File: src/rtl/prsg_pkg.sv
package prsg_pkg;

    // Field widths
    localparam int unsigned TIME_W  = 32;
    localparam int unsigned COUNT_W = 32;
    localparam int unsigned WIN_W   = 16;
    localparam int unsigned ACT_W   = 2;
    localparam int unsigned CFG_IDX_W = 2;

    // Shared multiplier: 32-bit operand A times 20-bit operand B
    // (judged elapsed time is at most 10 * 65535 < 2^20)
    localparam int unsigned MUL_A_W  = 32;
    localparam int unsigned MUL_B_W  = 20;
    localparam int unsigned PROD_W   = MUL_A_W + MUL_B_W;
    localparam int unsigned MUL_CNT_W = $clog2(MUL_B_W);

    // Action codes
    localparam logic [ACT_W-1:0] ACT_NONE     = 2'd0;
    localparam logic [ACT_W-1:0] ACT_DETACH   = 2'd1;
    localparam logic [ACT_W-1:0] ACT_REATTACH = 2'd2;

    // Register indexes
    localparam logic [CFG_IDX_W-1:0] CFG_WINDOW_LENGTH = 2'd0;
    localparam logic [CFG_IDX_W-1:0] CFG_QUIET_TIME    = 2'd1;
    localparam logic [CFG_IDX_W-1:0] CFG_MAX_ENTRIES   = 2'd2;

    // Register reset values
    localparam logic [WIN_W-1:0]   WINDOW_LENGTH_RST = 16'd100;
    localparam logic [TIME_W-1:0]  QUIET_TIME_RST    = 32'd1000;
    localparam logic [COUNT_W-1:0] MAX_ENTRIES_RST   = 32'd1000;

    localparam logic [COUNT_W-1:0] TALLY_MAX = {COUNT_W{1'b1}};

    typedef enum logic [2:0] {
        ST_IDLE,
        ST_EVAL,
        ST_MUL_A,
        ST_MUL_B,
        ST_DONE
    } state_t;

    typedef struct packed {
        logic                 start;
        logic [MUL_A_W-1:0]   a;
        logic [MUL_B_W-1:0]   b;
    } mul_req_t;

endpackage

File: src/rtl/prsg_mul.sv
// Bit-serial shift-add multiplier, one bit of B per cycle.
module prsg_mul (
    input  logic                            clk,
    input  logic                            rst_n,
    input  prsg_pkg::mul_req_t              req,
    output logic                            done,
    output logic [prsg_pkg::PROD_W-1:0]     product
);

    logic [prsg_pkg::PROD_W-1:0]    a_sh_reg, a_sh_next;
    logic [prsg_pkg::MUL_B_W-1:0]   b_reg, b_next;
    logic [prsg_pkg::PROD_W-1:0]    acc_reg, acc_next;
    logic [prsg_pkg::MUL_CNT_W-1:0] cnt_reg, cnt_next;
    logic                           busy_reg, busy_next;
    logic                           done_reg, done_next;

    always_comb
    begin
        a_sh_next = a_sh_reg;
        b_next    = b_reg;
        acc_next  = acc_reg;
        cnt_next  = cnt_reg;
        busy_next = busy_reg;
        done_next = 1'b0;
        if (req.start)
        begin
            a_sh_next = {{(prsg_pkg::PROD_W - prsg_pkg::MUL_A_W){1'b0}}, req.a};
            b_next    = req.b;
            acc_next  = '0;
            cnt_next  = '0;
            busy_next = 1'b1;
        end
        else if (busy_reg)
        begin
            if (b_reg[0])
                acc_next = acc_reg + a_sh_reg;
            a_sh_next = a_sh_reg << 1;
            b_next    = b_reg >> 1;
            cnt_next  = cnt_reg + 1'b1;
            if (cnt_reg == prsg_pkg::MUL_CNT_W'(prsg_pkg::MUL_B_W - 1))
            begin
                busy_next = 1'b0;
                done_next = 1'b1;
            end
        end
    end

    always_ff @(posedge clk or negedge rst_n)
    begin
        if (!rst_n)
        begin
            busy_reg <= 1'b0;
            done_reg <= 1'b0;
            cnt_reg  <= '0;
        end
        else
        begin
            busy_reg <= busy_next;
            done_reg <= done_next;
            cnt_reg  <= cnt_next;
        end
    end

    always_ff @(posedge clk)
    begin
        a_sh_reg <= a_sh_next;
        b_reg    <= b_next;
        acc_reg  <= acc_next;
    end

    assign done    = done_reg;
    assign product = acc_reg;

`ifndef SYNTHESIS
    a_done_not_busy: assert property (@(posedge clk) disable iff (!rst_n)
        done_reg |-> !busy_reg)
        else $error("multiplier done while still busy");
    a_busy_after_start: assert property (@(posedge clk) disable iff (!rst_n)
        req.start |=> busy_reg)
        else $error("multiplier not busy after start");
    a_done_after_busy: assert property (@(posedge clk) disable iff (!rst_n)
        $rose(done_reg) |-> $past(busy_reg))
        else $error("multiplier done without a run");
`endif

endmodule

File: src/rtl/pulse_rate_storm_guard.sv
// A judged window runs two multiplies in turn on the shared shift-add unit, first
// max_entries * elapsed and then delta * win, before its result is registered; any other
// poll goes from evaluation straight to the result register. in_ready is high only
// while the sequencer is idle, so a new poll waits until the last one has left the
// sequencer; the result register lets the next poll in while a result waits for transfer.
// Reset (rst_n, async, active low): unseeded, not faulted, counters and judged delta zero.
module pulse_rate_storm_guard (
    input  logic                               clk,
    input  logic                               rst_n,
    // poll channel
    input  logic                               in_valid,
    output logic                               in_ready,
    input  logic [prsg_pkg::TIME_W-1:0]        now_ms,
    input  logic [prsg_pkg::COUNT_W-1:0]       entry_count,
    // result channel
    output logic                               out_valid,
    input  logic                               out_ready,
    output logic [prsg_pkg::ACT_W-1:0]         action,
    output logic [prsg_pkg::COUNT_W-1:0]       faults_seen,
    output logic [prsg_pkg::COUNT_W-1:0]       last_judged_entries,
    // register write channel
    input  logic                               cfg_valid,
    output logic                               cfg_ready,
    input  logic [prsg_pkg::CFG_IDX_W-1:0]     cfg_index,
    input  logic [31:0]                        cfg_data
);

    // ------------------------------------------------------------------
    // Configuration registers. Writes are always taken; index 3 is dropped.
    // ------------------------------------------------------------------
    logic [prsg_pkg::WIN_W-1:0]   win_len_reg;
    logic [prsg_pkg::TIME_W-1:0]  quiet_reg;
    logic [prsg_pkg::COUNT_W-1:0] max_ent_reg;

    assign cfg_ready = 1'b1;

    always_ff @(posedge clk or negedge rst_n)
    begin
        if (!rst_n)
        begin
            win_len_reg <= prsg_pkg::WINDOW_LENGTH_RST;
            quiet_reg   <= prsg_pkg::QUIET_TIME_RST;
            max_ent_reg <= prsg_pkg::MAX_ENTRIES_RST;
        end
        else if (cfg_valid)
        begin
            unique case (cfg_index)
                prsg_pkg::CFG_WINDOW_LENGTH: win_len_reg <= cfg_data[prsg_pkg::WIN_W-1:0];
                prsg_pkg::CFG_QUIET_TIME:    quiet_reg   <= cfg_data;
                prsg_pkg::CFG_MAX_ENTRIES:   max_ent_reg <= cfg_data;
                default: ;
            endcase
        end
    end

    // ------------------------------------------------------------------
    // Detector state
    // ------------------------------------------------------------------
    prsg_pkg::state_t state_reg, state_next;

    logic                           seeded_reg, seeded_next;
    logic                           in_fault_reg, in_fault_next;
    logic [prsg_pkg::TIME_W-1:0]    win_time_reg, win_time_next;
    logic [prsg_pkg::COUNT_W-1:0]   win_count_reg, win_count_next;
    logic [prsg_pkg::TIME_W-1:0]    fault_time_reg, fault_time_next;
    logic [prsg_pkg::COUNT_W-1:0]   tally_reg, tally_next;
    logic [prsg_pkg::COUNT_W-1:0]   judged_reg, judged_next;
    logic [prsg_pkg::ACT_W-1:0]     act_reg, act_next;
    logic [prsg_pkg::TIME_W-1:0]    now_reg;
    logic [prsg_pkg::COUNT_W-1:0]   count_reg;
    logic [prsg_pkg::PROD_W-1:0]    limit_reg;      // max_entries * elapsed

    logic                           out_valid_reg, out_valid_next;
    logic [prsg_pkg::ACT_W-1:0]     action_reg;
    logic [prsg_pkg::COUNT_W-1:0]   faults_reg;
    logic [prsg_pkg::COUNT_W-1:0]   last_judged_reg;

    // ------------------------------------------------------------------
    // Window arithmetic on the latched poll
    // ------------------------------------------------------------------
    logic [prsg_pkg::WIN_W-1:0]     win;            // zero length reads as 1 ms
    logic [prsg_pkg::MUL_B_W-1:0]   win_ext;
    logic [prsg_pkg::MUL_B_W-1:0]   stall_limit;    // 10 * win
    logic [prsg_pkg::TIME_W-1:0]    elapsed;
    logic [prsg_pkg::TIME_W-1:0]    quiet_elapsed;
    logic [prsg_pkg::COUNT_W-1:0]   delta;
    logic                           quiet_over;
    logic                           window_done;
    logic                           stalled;
    logic                           judge;
    logic                           over_limit;

    assign win           = (win_len_reg == '0) ? prsg_pkg::WIN_W'(1) : win_len_reg;
    assign win_ext       = prsg_pkg::MUL_B_W'(win);
    assign stall_limit   = (win_ext << 3) + (win_ext << 1);
    assign elapsed       = now_reg - win_time_reg;
    assign quiet_elapsed = now_reg - fault_time_reg;
    assign delta         = count_reg - win_count_reg;
    assign quiet_over    = !(quiet_elapsed < quiet_reg);
    assign window_done   = !(elapsed < prsg_pkg::TIME_W'(win));
    assign stalled       = elapsed > prsg_pkg::TIME_W'(stall_limit);
    assign judge         = seeded_reg && !in_fault_reg && window_done && !stalled;

    // ------------------------------------------------------------------
    // Shared multiplier. The verdict delta > floor(max * elapsed / win) is the
    // same as max * elapsed < delta * win, so two multiplies replace a divide.
    // ------------------------------------------------------------------
    prsg_pkg::mul_req_t             mul_req;
    logic                           mul_done;
    logic [prsg_pkg::PROD_W-1:0]    mul_product;

    prsg_mul u_mul (
        .clk     (clk),
        .rst_n   (rst_n),
        .req     (mul_req),
        .done    (mul_done),
        .product (mul_product)
    );

    assign over_limit = limit_reg < mul_product;

    // ------------------------------------------------------------------
    // Sequencer: next state
    // ------------------------------------------------------------------
    logic out_free;
    assign out_free = !out_valid_reg || out_ready;

    always_comb
    begin
        state_next = state_reg;
        unique case (state_reg)
            prsg_pkg::ST_IDLE:
                if (in_valid)
                    state_next = prsg_pkg::ST_EVAL;
            prsg_pkg::ST_EVAL:
                state_next = judge ? prsg_pkg::ST_MUL_A : prsg_pkg::ST_DONE;
            prsg_pkg::ST_MUL_A:
                if (mul_done)
                    state_next = prsg_pkg::ST_MUL_B;
            prsg_pkg::ST_MUL_B:
                if (mul_done)
                    state_next = prsg_pkg::ST_DONE;
            prsg_pkg::ST_DONE:
                if (out_free)
                    state_next = prsg_pkg::ST_IDLE;
            default:
                state_next = prsg_pkg::ST_IDLE;
        endcase
    end

    // ------------------------------------------------------------------
    // Sequencer: outputs (handshake and multiplier requests)
    // ------------------------------------------------------------------
    always_comb
    begin
        in_ready      = 1'b0;
        mul_req.start = 1'b0;
        mul_req.a     = max_ent_reg;
        mul_req.b     = elapsed[prsg_pkg::MUL_B_W-1:0];
        unique case (state_reg)
            prsg_pkg::ST_IDLE:
                in_ready = 1'b1;
            prsg_pkg::ST_EVAL:
                mul_req.start = judge;      // max_entries * elapsed
            prsg_pkg::ST_MUL_A:
            begin
                mul_req.start = mul_done;   // delta * win
                mul_req.a     = judged_reg;
                mul_req.b     = win_ext;
            end
            default: ;
        endcase
    end

    // ------------------------------------------------------------------
    // Detector state updates
    // ------------------------------------------------------------------
    always_comb
    begin
        seeded_next     = seeded_reg;
        in_fault_next   = in_fault_reg;
        win_time_next   = win_time_reg;
        win_count_next  = win_count_reg;
        fault_time_next = fault_time_reg;
        tally_next      = tally_reg;
        judged_next     = judged_reg;
        act_next        = act_reg;
        out_valid_next  = out_valid_reg && !out_ready;

        case (state_reg)
            prsg_pkg::ST_EVAL:
            begin
                act_next = prsg_pkg::ACT_NONE;
                if (!seeded_reg)
                begin
                    // first poll only seeds the window
                    seeded_next    = 1'b1;
                    win_time_next  = now_reg;
                    win_count_next = count_reg;
                end
                else if (in_fault_reg)
                begin
                    if (quiet_over)
                    begin
                        in_fault_next  = 1'b0;
                        win_time_next  = now_reg;
                        win_count_next = count_reg;
                        act_next       = prsg_pkg::ACT_REATTACH;
                    end
                end
                else if (window_done)
                begin
                    // window restarts whether or not it is judged
                    win_time_next  = now_reg;
                    win_count_next = count_reg;
                    if (!stalled)
                        judged_next = delta;
                end
            end
            prsg_pkg::ST_MUL_B:
                if (mul_done && over_limit)
                begin
                    in_fault_next   = 1'b1;
                    fault_time_next = now_reg;
                    act_next        = prsg_pkg::ACT_DETACH;
                    if (tally_reg != prsg_pkg::TALLY_MAX)
                        tally_next = tally_reg + 1'b1;
                end
            prsg_pkg::ST_DONE:
                if (out_free)
                    out_valid_next = 1'b1;
            default: ;
        endcase
    end

    always_ff @(posedge clk or negedge rst_n)
    begin
        if (!rst_n)
        begin
            state_reg      <= prsg_pkg::ST_IDLE;
            seeded_reg     <= 1'b0;
            in_fault_reg   <= 1'b0;
            win_time_reg   <= '0;
            win_count_reg  <= '0;
            fault_time_reg <= '0;
            tally_reg      <= '0;
            judged_reg     <= '0;
            act_reg        <= prsg_pkg::ACT_NONE;
            out_valid_reg  <= 1'b0;
        end
        else
        begin
            state_reg      <= state_next;
            seeded_reg     <= seeded_next;
            in_fault_reg   <= in_fault_next;
            win_time_reg   <= win_time_next;
            win_count_reg  <= win_count_next;
            fault_time_reg <= fault_time_next;
            tally_reg      <= tally_next;
            judged_reg     <= judged_next;
            act_reg        <= act_next;
            out_valid_reg  <= out_valid_next;
        end
    end

    // Payload registers: poll capture, first product, result
    always_ff @(posedge clk)
    begin
        if (in_valid && in_ready)
        begin
            now_reg   <= now_ms;
            count_reg <= entry_count;
        end
        if (state_reg == prsg_pkg::ST_MUL_A && mul_done)
            limit_reg <= mul_product;
        if (state_reg == prsg_pkg::ST_DONE && out_free)
        begin
            action_reg      <= act_reg;
            faults_reg      <= tally_reg;
            last_judged_reg <= judged_reg;
        end
    end

    assign out_valid           = out_valid_reg;
    assign action              = action_reg;
    assign faults_seen         = faults_reg;
    assign last_judged_entries = last_judged_reg;

`ifndef SYNTHESIS
    a_poll_to_eval: assert property (@(posedge clk) disable iff (!rst_n)
        (in_valid && in_ready) |=> state_reg == prsg_pkg::ST_EVAL)
        else $error("accepted poll did not start evaluation");
    a_start_states: assert property (@(posedge clk) disable iff (!rst_n)
        mul_req.start |-> (state_reg == prsg_pkg::ST_EVAL || state_reg == prsg_pkg::ST_MUL_A))
        else $error("multiplier started outside the judging sequence");
    a_tally_monotonic: assert property (@(posedge clk) disable iff (!rst_n)
        !(tally_reg < $past(tally_reg)))
        else $error("fault tally decreased");
    a_detach_faulted: assert property (@(posedge clk) disable iff (!rst_n)
        (state_reg == prsg_pkg::ST_DONE && act_reg == prsg_pkg::ACT_DETACH) |-> in_fault_reg)
        else $error("detach without fault state");
`endif

endmodule

File: config.mk
export PLATFORM = sky130hd
export DESIGN_NAME = pulse_rate_storm_guard
export DESIGN_NICKNAME = d
export VERILOG_FILES = /design/src/rtl/prsg_pkg.sv /design/src/rtl/prsg_mul.sv /design/src/rtl/pulse_rate_storm_guard.sv
export SDC_FILE = /design/constraint.sdc
export NUM_CORES = 1
export LEC_CHECK = 0
export BUFFER_PORTS_ARGS = -buffer_cell sky130_fd_sc_hd__buf_2
export CORE_UTILIZATION = 39
export DETAILED_ROUTE_END_ITERATION = 8
export PLACE_DENSITY_LB_ADDON = 0.12
export SLEW_MARGIN = 20
export SYNTH_ARGS = -nofsm -noshare
export SYNTH_HDL_FRONTEND = slang
export SYNTH_SLANG_ARGS = --single-unit
File: constraint.sdc
create_clock -name clk -period 9.65 [get_ports clk]
set_input_delay 0.4825 -clock clk [delete_from_list [all_inputs] [get_ports clk]]
set_output_delay 0.4825 -clock clk [all_outputs]
set_load 0.03 [all_outputs]
* Word-level counts from Yosys, hierarchy flattened *
Index checks and enable logic that the tools add are counted.
Widths: inputs -> output; s select.

storage, ports and cells
  register bits = 561
  latch bits = 0
  memory bits (writable) = 0
  memory bits (read-only) = 0
  bits of input ports = 103
  output and inout port bits = 69
  word-level logic and storage cells = 128
  memories = 0

operators by class
  add/subtract/negate cells = 7
  multiply operators = 0
  div/mod/pow operators = 0
  order comparisons = 4
  equality and inequality tests = 16
  shift operators = 0
  multiplexer cells = 42
  bitwise operators = 3
  reduce and logical (&&, ||, !) cells = 30

operators by type and width
  cell                   number
  $mux 32                10
  $sub 32x32->32         3
  $add 52x52->52         1
  $lt 52x52->1           1
  $mux 52                1
  $mux 20                2
  $add 32x1->32 const B  1
  $gt 32x20->1           1
  $lt 32x16->1           1
  $lt 32x32->1           1
  $ne 32x32->1 const B   1
  $add 19x17->20         1
  $logic_not 16->1       1
  $mux 16                1
  $mux 3                 5
  $pmux 3 s5             1
  $mux 1                 13
  $reduce_and 2->1       6
  $mux 5                 2
  $reduce_and 3->1       3
  $logic_and 1x1->1      8
  $mux 2                 4
  $ne 2x2->1 const B     4
  $eq 3x2->1 const B     2
  18 further kinds       28

* Logic depth before layout (Yosys ltp) *
  depth after elaboration = 8
  gate-level depth with buffers = 29
  depth with buffers taken out = 26

* By module *
A second synthesis with hierarchy kept.

unflattened totals
  cells, all modules = 2986
  area, all modules = 32154.6 sq um

by module, submodules not included
  module                  times used  cells each  area an instance (sq um)  seq. area each (sq um)
  pulse_rate_storm_guard  1           2137        24253.3                   11690.0
  prsg_mul                1           849         7901.3                    3178.0

* Least setup slack after synthesis *
OpenSTA, ideal clock, no wires.

  kind = reg-to-reg
  start point = register win_len_reg[5] (netlist bit)
  end point = register u_mul.a_sh_reg[0] (netlist bit), enable pin
  setup time = 412 ps
  arrival = 6531 ps
  data required time = 9238 ps
  setup slack = 2707 ps
  stages on the path, launching flop included = 29
  buffers on the path = 2
  period minus slack after synthesis = 6943 ps
  path through = dfstp_2 -> nor4_1 -> a41oi_1 -> inv_1 -> ha_1 -> fa_1 -> a21o_1 -> a21oi_1 -> o21bai_1 -> a21oi_1 -> nor2b_1 -> o21a_1 -> o31ai_1 -> a21oi_1 -> xnor2_1 -> ha_1 -> or4_1 -> a21oi_1 -> o21ai_1 -> o2111ai_1 -> a31oi_1 -> a211oi_1 -> a21oi_1 -> or3b_1 -> or4_1 -> buf_4 -> nand2_8 -> buf_6 -> or2_1

between the ends
  cells in the longest elaborated chain, start to end = 8
  elaborated cells on any way between the ends = 11
  those cells by class = add/sub: 1; order compare: 2; mux: 2; reduce/logical: 6

RTL lines
  what                                                         line                                                          source
  from (decl)                                                  pulse_rate_storm_guard.sv:31                                  logic [prsg_pkg::WIN_W-1:0] win_len_reg;
  from (signal assigned)                                       pulse_rate_storm_guard.sv:41                                  win_len_reg <= prsg_pkg::WINDOW_LENGTH_RST;
  from (signal assigned)                                       pulse_rate_storm_guard.sv:48                                  prsg_pkg::CFG_WINDOW_LENGTH: win_len_reg <= cfg_data[prsg_pkg::WIN_W-1:0];
  $logic_not 16->1                                             pulse_rate_storm_guard.sv:93                                  assign win = (win_len_reg == '0) ? prsg_pkg::WIN_W'(1) : win_len_reg;
  $mux 16 (*)                                                  pulse_rate_storm_guard.sv:93
  $add 19x17->20 / $lt 32x16->1 (equally long branches)        pulse_rate_storm_guard.sv:95, pulse_rate_storm_guard.sv:100
  $gt 32x20->1 / $logic_not 1->1 (equally long branches)       pulse_rate_storm_guard.sv:101, pulse_rate_storm_guard.sv:100
  $logic_not 1->1 / $logic_and 1x1->1 (equally long branches)  n/a
  $logic_and 1x1->1 (*)                                        pulse_rate_storm_guard.sv:102                                 assign judge = seeded_reg && !in_fault_reg && window_done && !stalled;
  $pmux 1 s2 (*)                                               pulse_rate_storm_guard.sv:160                                 unique case (state_reg)
  $reduce_bool 2->1 (no source line) (*)                       n/a
  to (signal assigned)                                         prsg_mul.sv:66                                                a_sh_reg <= a_sh_next;
  to (decl)                                                    prsg_mul.sv:10                                                logic [prsg_pkg::PROD_W-1:0] a_sh_reg, a_sh_next;

Mark *: on every way between the ends. The rest lies on a longest branch, timed or not.
A chain may end at the register's enable or synchronous reset.

* Worst setup path in the final report *
  start point = register win_len_reg[5] (netlist bit)
  end point = register u_mul.a_sh_reg[3] (netlist bit) (data pin)

between the ends
  cells in the longest elaborated chain, start to end = 8
  elaborated cells on any way between the ends = 11
  those cells by class = add/sub: 1; order compare: 2; mux: 3; reduce/logical: 5

RTL lines
  what                                                         line                                                          source
  $logic_not 16->1                                             pulse_rate_storm_guard.sv:93
  $mux 16 (*)                                                  pulse_rate_storm_guard.sv:93
  $add 19x17->20 / $lt 32x16->1 (equally long branches)        pulse_rate_storm_guard.sv:95, pulse_rate_storm_guard.sv:100
  $gt 32x20->1 / $logic_not 1->1 (equally long branches)       pulse_rate_storm_guard.sv:101, pulse_rate_storm_guard.sv:100
  $logic_not 1->1 / $logic_and 1x1->1 (equally long branches)  n/a
  $logic_and 1x1->1 (*)                                        pulse_rate_storm_guard.sv:102
  $pmux 1 s2 (*)                                               pulse_rate_storm_guard.sv:160
  $mux 32 (*)                                                  prsg_mul.sv:25                                                if (req.start)
  named net u_mul.a_sh_next (one bit)                          prsg_mul.sv:10

Mark *: on every way through the listed nets, which the timed path passes. The rest lies on a longest branch.

==> impl_results.md <==
- Run status: complete, no violations
- Setup Buffers After CTS: 0
- Buffers on Ports: 170
- Max Slew Vio Count: 0
- Setup tns final: 0 ps
- DP HPWL: 63.6 mm
- Synth Register Bits: 561
- Vias in the first global route: 22,743
- Largest stage delay, worst path: a little under 600 ps
- Worst Path Buf+Inv: 3
- Iter 0 DRT Violations: approximately 1,200
- Antenna violations before repair: 2
- TritonCTS clock tree: built
- Final wirelength: roughly 84 mm
- Final net count: 3,556
- Worst Path Required: about 10,000 ps
- Cell variety after synth: a little over 90
- Critical path type: reg -> reg
- Drt first pass iters: 6
- Leak Pwr: around 16 nW
- First-pass GRT wire length: 132 mm
- Post-CTS Resized: 0
- CTS Buffer Depth: 3
- Core area: 0.0811 mm2
- Total number of yosys warnings: 0
- Pwr per Cell Area: 280 mW/mm2
- Hold-fix buffers at CTS: 19
- Syn_area_per_cell: ~11 um2
- Clock Sinks: 561
- Hold Vio Cnt, Final: 0
- Syn Nets: 3,378
- DR WL/cell: 19.7 um
- Pin count of the biggest net entering global routing: 87
- Crit-path max FO: 86
- GRT Total Usage: 20.2%
- Critical Path Most Common Cell: a21oi_1
- Finished layout cell area: 0.0366 mm2
- # setup viols final: 0
- Slowest CP cell: dfstp_2
- Fin Clk Skew: about 27 ps
- Die area: between 0.08 and 0.09 mm2
- H-tree lvl count: 3
- Setup ws final: 1900 ps
- RSZ-0062 raised after global routing: false
- Max-cap violations: 0
- Post-DP Area: around 0.034 mm2
- Syn Inst Count: 2,994
- Die W: just under 300 um
- Clock transition at path regs: 60 ps
- Layout cell share with drive strength beyond 1: 16.1%
- Hold Path Class: in -> reg
- Final min period: 7750 ps
- Layout area overhead: 13.6%
- Clk root buf: clkbuf_16
- Worst Setup End Kind: register
- Total CTS buffers: 68
- # rows: 104
- # DRC: 0
- Number of synthesized flops with an enable pin: 234
- Antenna Nets Post-Route: 0
- Initial cell density of the core: 39.7%
- Area of the mapped netlist: 0.0322 mm2
- CP arrival: about 8000 ps
- Total gr overflow: 0
- Async set or reset register ratio after synthesis: 45.5%
- Register area share after synthesis: 46.2%
- Clock Latency Late Sink: 620 ps
- Fill count: ~7,600
- Pre-CTS setup slack: between 1500 and 2000 ps
- Via density: between 5 and 6
- Placer congestion estimate: 0.873
- Final period util: 80.3%
- F_max: 129 MHz
- CP delay by family, top: compound AO/OA/AOI/OAI gates
- Top Ports: 172
- Final Util: 45.1%
- Vias: 22,806
- Worst Tran Pin Value: 1040 ps
- Die Y: 289 um
- Peak supply drop: 0.122 mV
- Startpoint types: register
- Worst rel slew slack: between 30% and 40%
- Synth Flop Type: dfrtp_1
-- metal layers --
metal	GRT usage, %	up-vias	part of all wire [%]
met5	0	-	0
met1	28.5	11097	49
li1	-	11137	-
met4	5.87	0	2.6
met3	2.39	116	3.5
met2	32.4	456	45
-- final timing paths --
check	start	endpoint	slack (ps)	cells past startpoint
setup / recovery	win_len_reg[5]	u_mul.a_sh_reg[3]	1900	28
hold / removal	entry_count[24]	count_reg[24]	40	1
setup reg to reg	win_len_reg[5]	u_mul.a_sh_reg[3]	1900	28
hold reg to reg	act_reg[0]	action[0]	460	0
max in group asynchronous	rst_n	u_mul.cnt_reg[2]	7130	4
min in group asynchronous	rst_n	win_count_reg[20]	380	2
-- area by class of cell --
type | count | area [um2] | share of cell area, %
Multi-Input combinational cell | 2104 | 16000 | 43.7
Sequential cell | 561 | 14900 | 40.7
Clock buffer | 102 | 1980 | 5.42
Tap cell | 1060 | 1330 | 3.63
Timing Repair Buffer | 209 | 1230 | 3.37
Inverter | 228 | 856 | 2.34
Clock inverter | 24 | 310 | 0.848
Antenna cell | 1 | 2.50 | 0.00684
-- cell usage after synthesis, drive strengths merged, types with 5 or more instances --
master	instances	area share, %
clkbuf	68	0.79
edfxtp	234	22
dfxtp	72	4.5
inv	228	2.7
a31oi	23	0.45
nor2	180	2.1
o21a	33	0.77
o2111ai	10	0.31
o31a	5	0.14
nand3b	7	0.16
nand2	213	2.5
nand4	46	0.89
xnor2	103	2.8
dfstp	15	1.2
o31ai	10	0.23
and2	18	0.35
o41ai	6	0.16
and4	14	0.38
o21bai	18	0.42
a211oi	29	0.73
dfrtp	240	19
nor2b	27	0.52
or2	10	0.19
ha	276	11
buf	33	0.77
nor3	41	0.65
o211ai	16	0.39
nor3b	8	0.19
a21o	87	2.0
o21ai	148	2.3
nand2b	25	0.49
and3	28	0.54
mux2	244	9.2
a21oi	236	3.7
mux2i	30	0.93
or3	9	0.17
nor4	12	0.25
nand3	53	0.84
xor2	66	1.8
a211o	8	0.22
fa	5	0.31
-- cell usage in the layout, fill, tap and decap left out, types with 21 or more instances in the layout --
| master | n |
|---|---|
| nor2_1 | 179 |
| nand2_1 | 211 |
| inv_1 | 227 |
| nand4_1 | 46 |
| nand3_1 | 52 |
| a211oi_1 | 27 |
| nor3_1 | 40 |
| a21o_1 | 87 |
| mux2_2 | 121 |
| a21oi_1 | 236 |
| nor2b_1 | 27 |
| clkbuf_1 | 21 |
| o21a_1 | 33 |
| xor2_1 | 66 |
| mux2i_1 | 30 |
| xnor2_1 | 103 |
| clkbuf_16 | 70 |
| mux2_1 | 64 |
| dfrtp_1 | 240 |
| edfxtp_1 | 234 |
| ha_1 | 276 |
| o21ai_0 | 138 |
| dfxtp_1 | 72 |
| buf_2 | 169 |
| a31oi_1 | 23 |
| nand2b_1 | 25 |
| and3_1 | 27 |
| mux2_4 | 59 |
-- power by group --
part	leakage, nW	switching, W	internal (W)
Combinational	8.65	0.00264	0.00182
Sequential	5.96	0.000258	0.00292
Clock	1.11	0.00106	0.00154
-- kinds of logic (layout without fill, tap and decap cells) --
group                      count (synthesis)  after routing  synth area share [%]
muxes                                    274            274                  10.2
buffers and inverters                    329            563                  4.23
DFF                                      561            561                  46.2
other                                      1              2                0.0117
AOI/OAI and AO/OA                        670            670                  13.0
adders and majority gates                281            281                  11.0
and+or+nand+nor                          709            709                  10.8
xor gates and xnor gates                 169            169                  4.60
-- through the flow --
step / power, W / std cells / hold WS (ps)
CTS: 0.0103 / 4287 / 0.000833
global placement: 0.00760 / 4142 / 448
finish: 0.0102 / 4289 / 40.0
floorplan: 0.00634 / 2994 / 187
detailed placement: 0.00764 / 4142 / 436
global route: 0.0109 / 4288 / 9.52
Note: power is estimated with default switching activity, not from simulation.
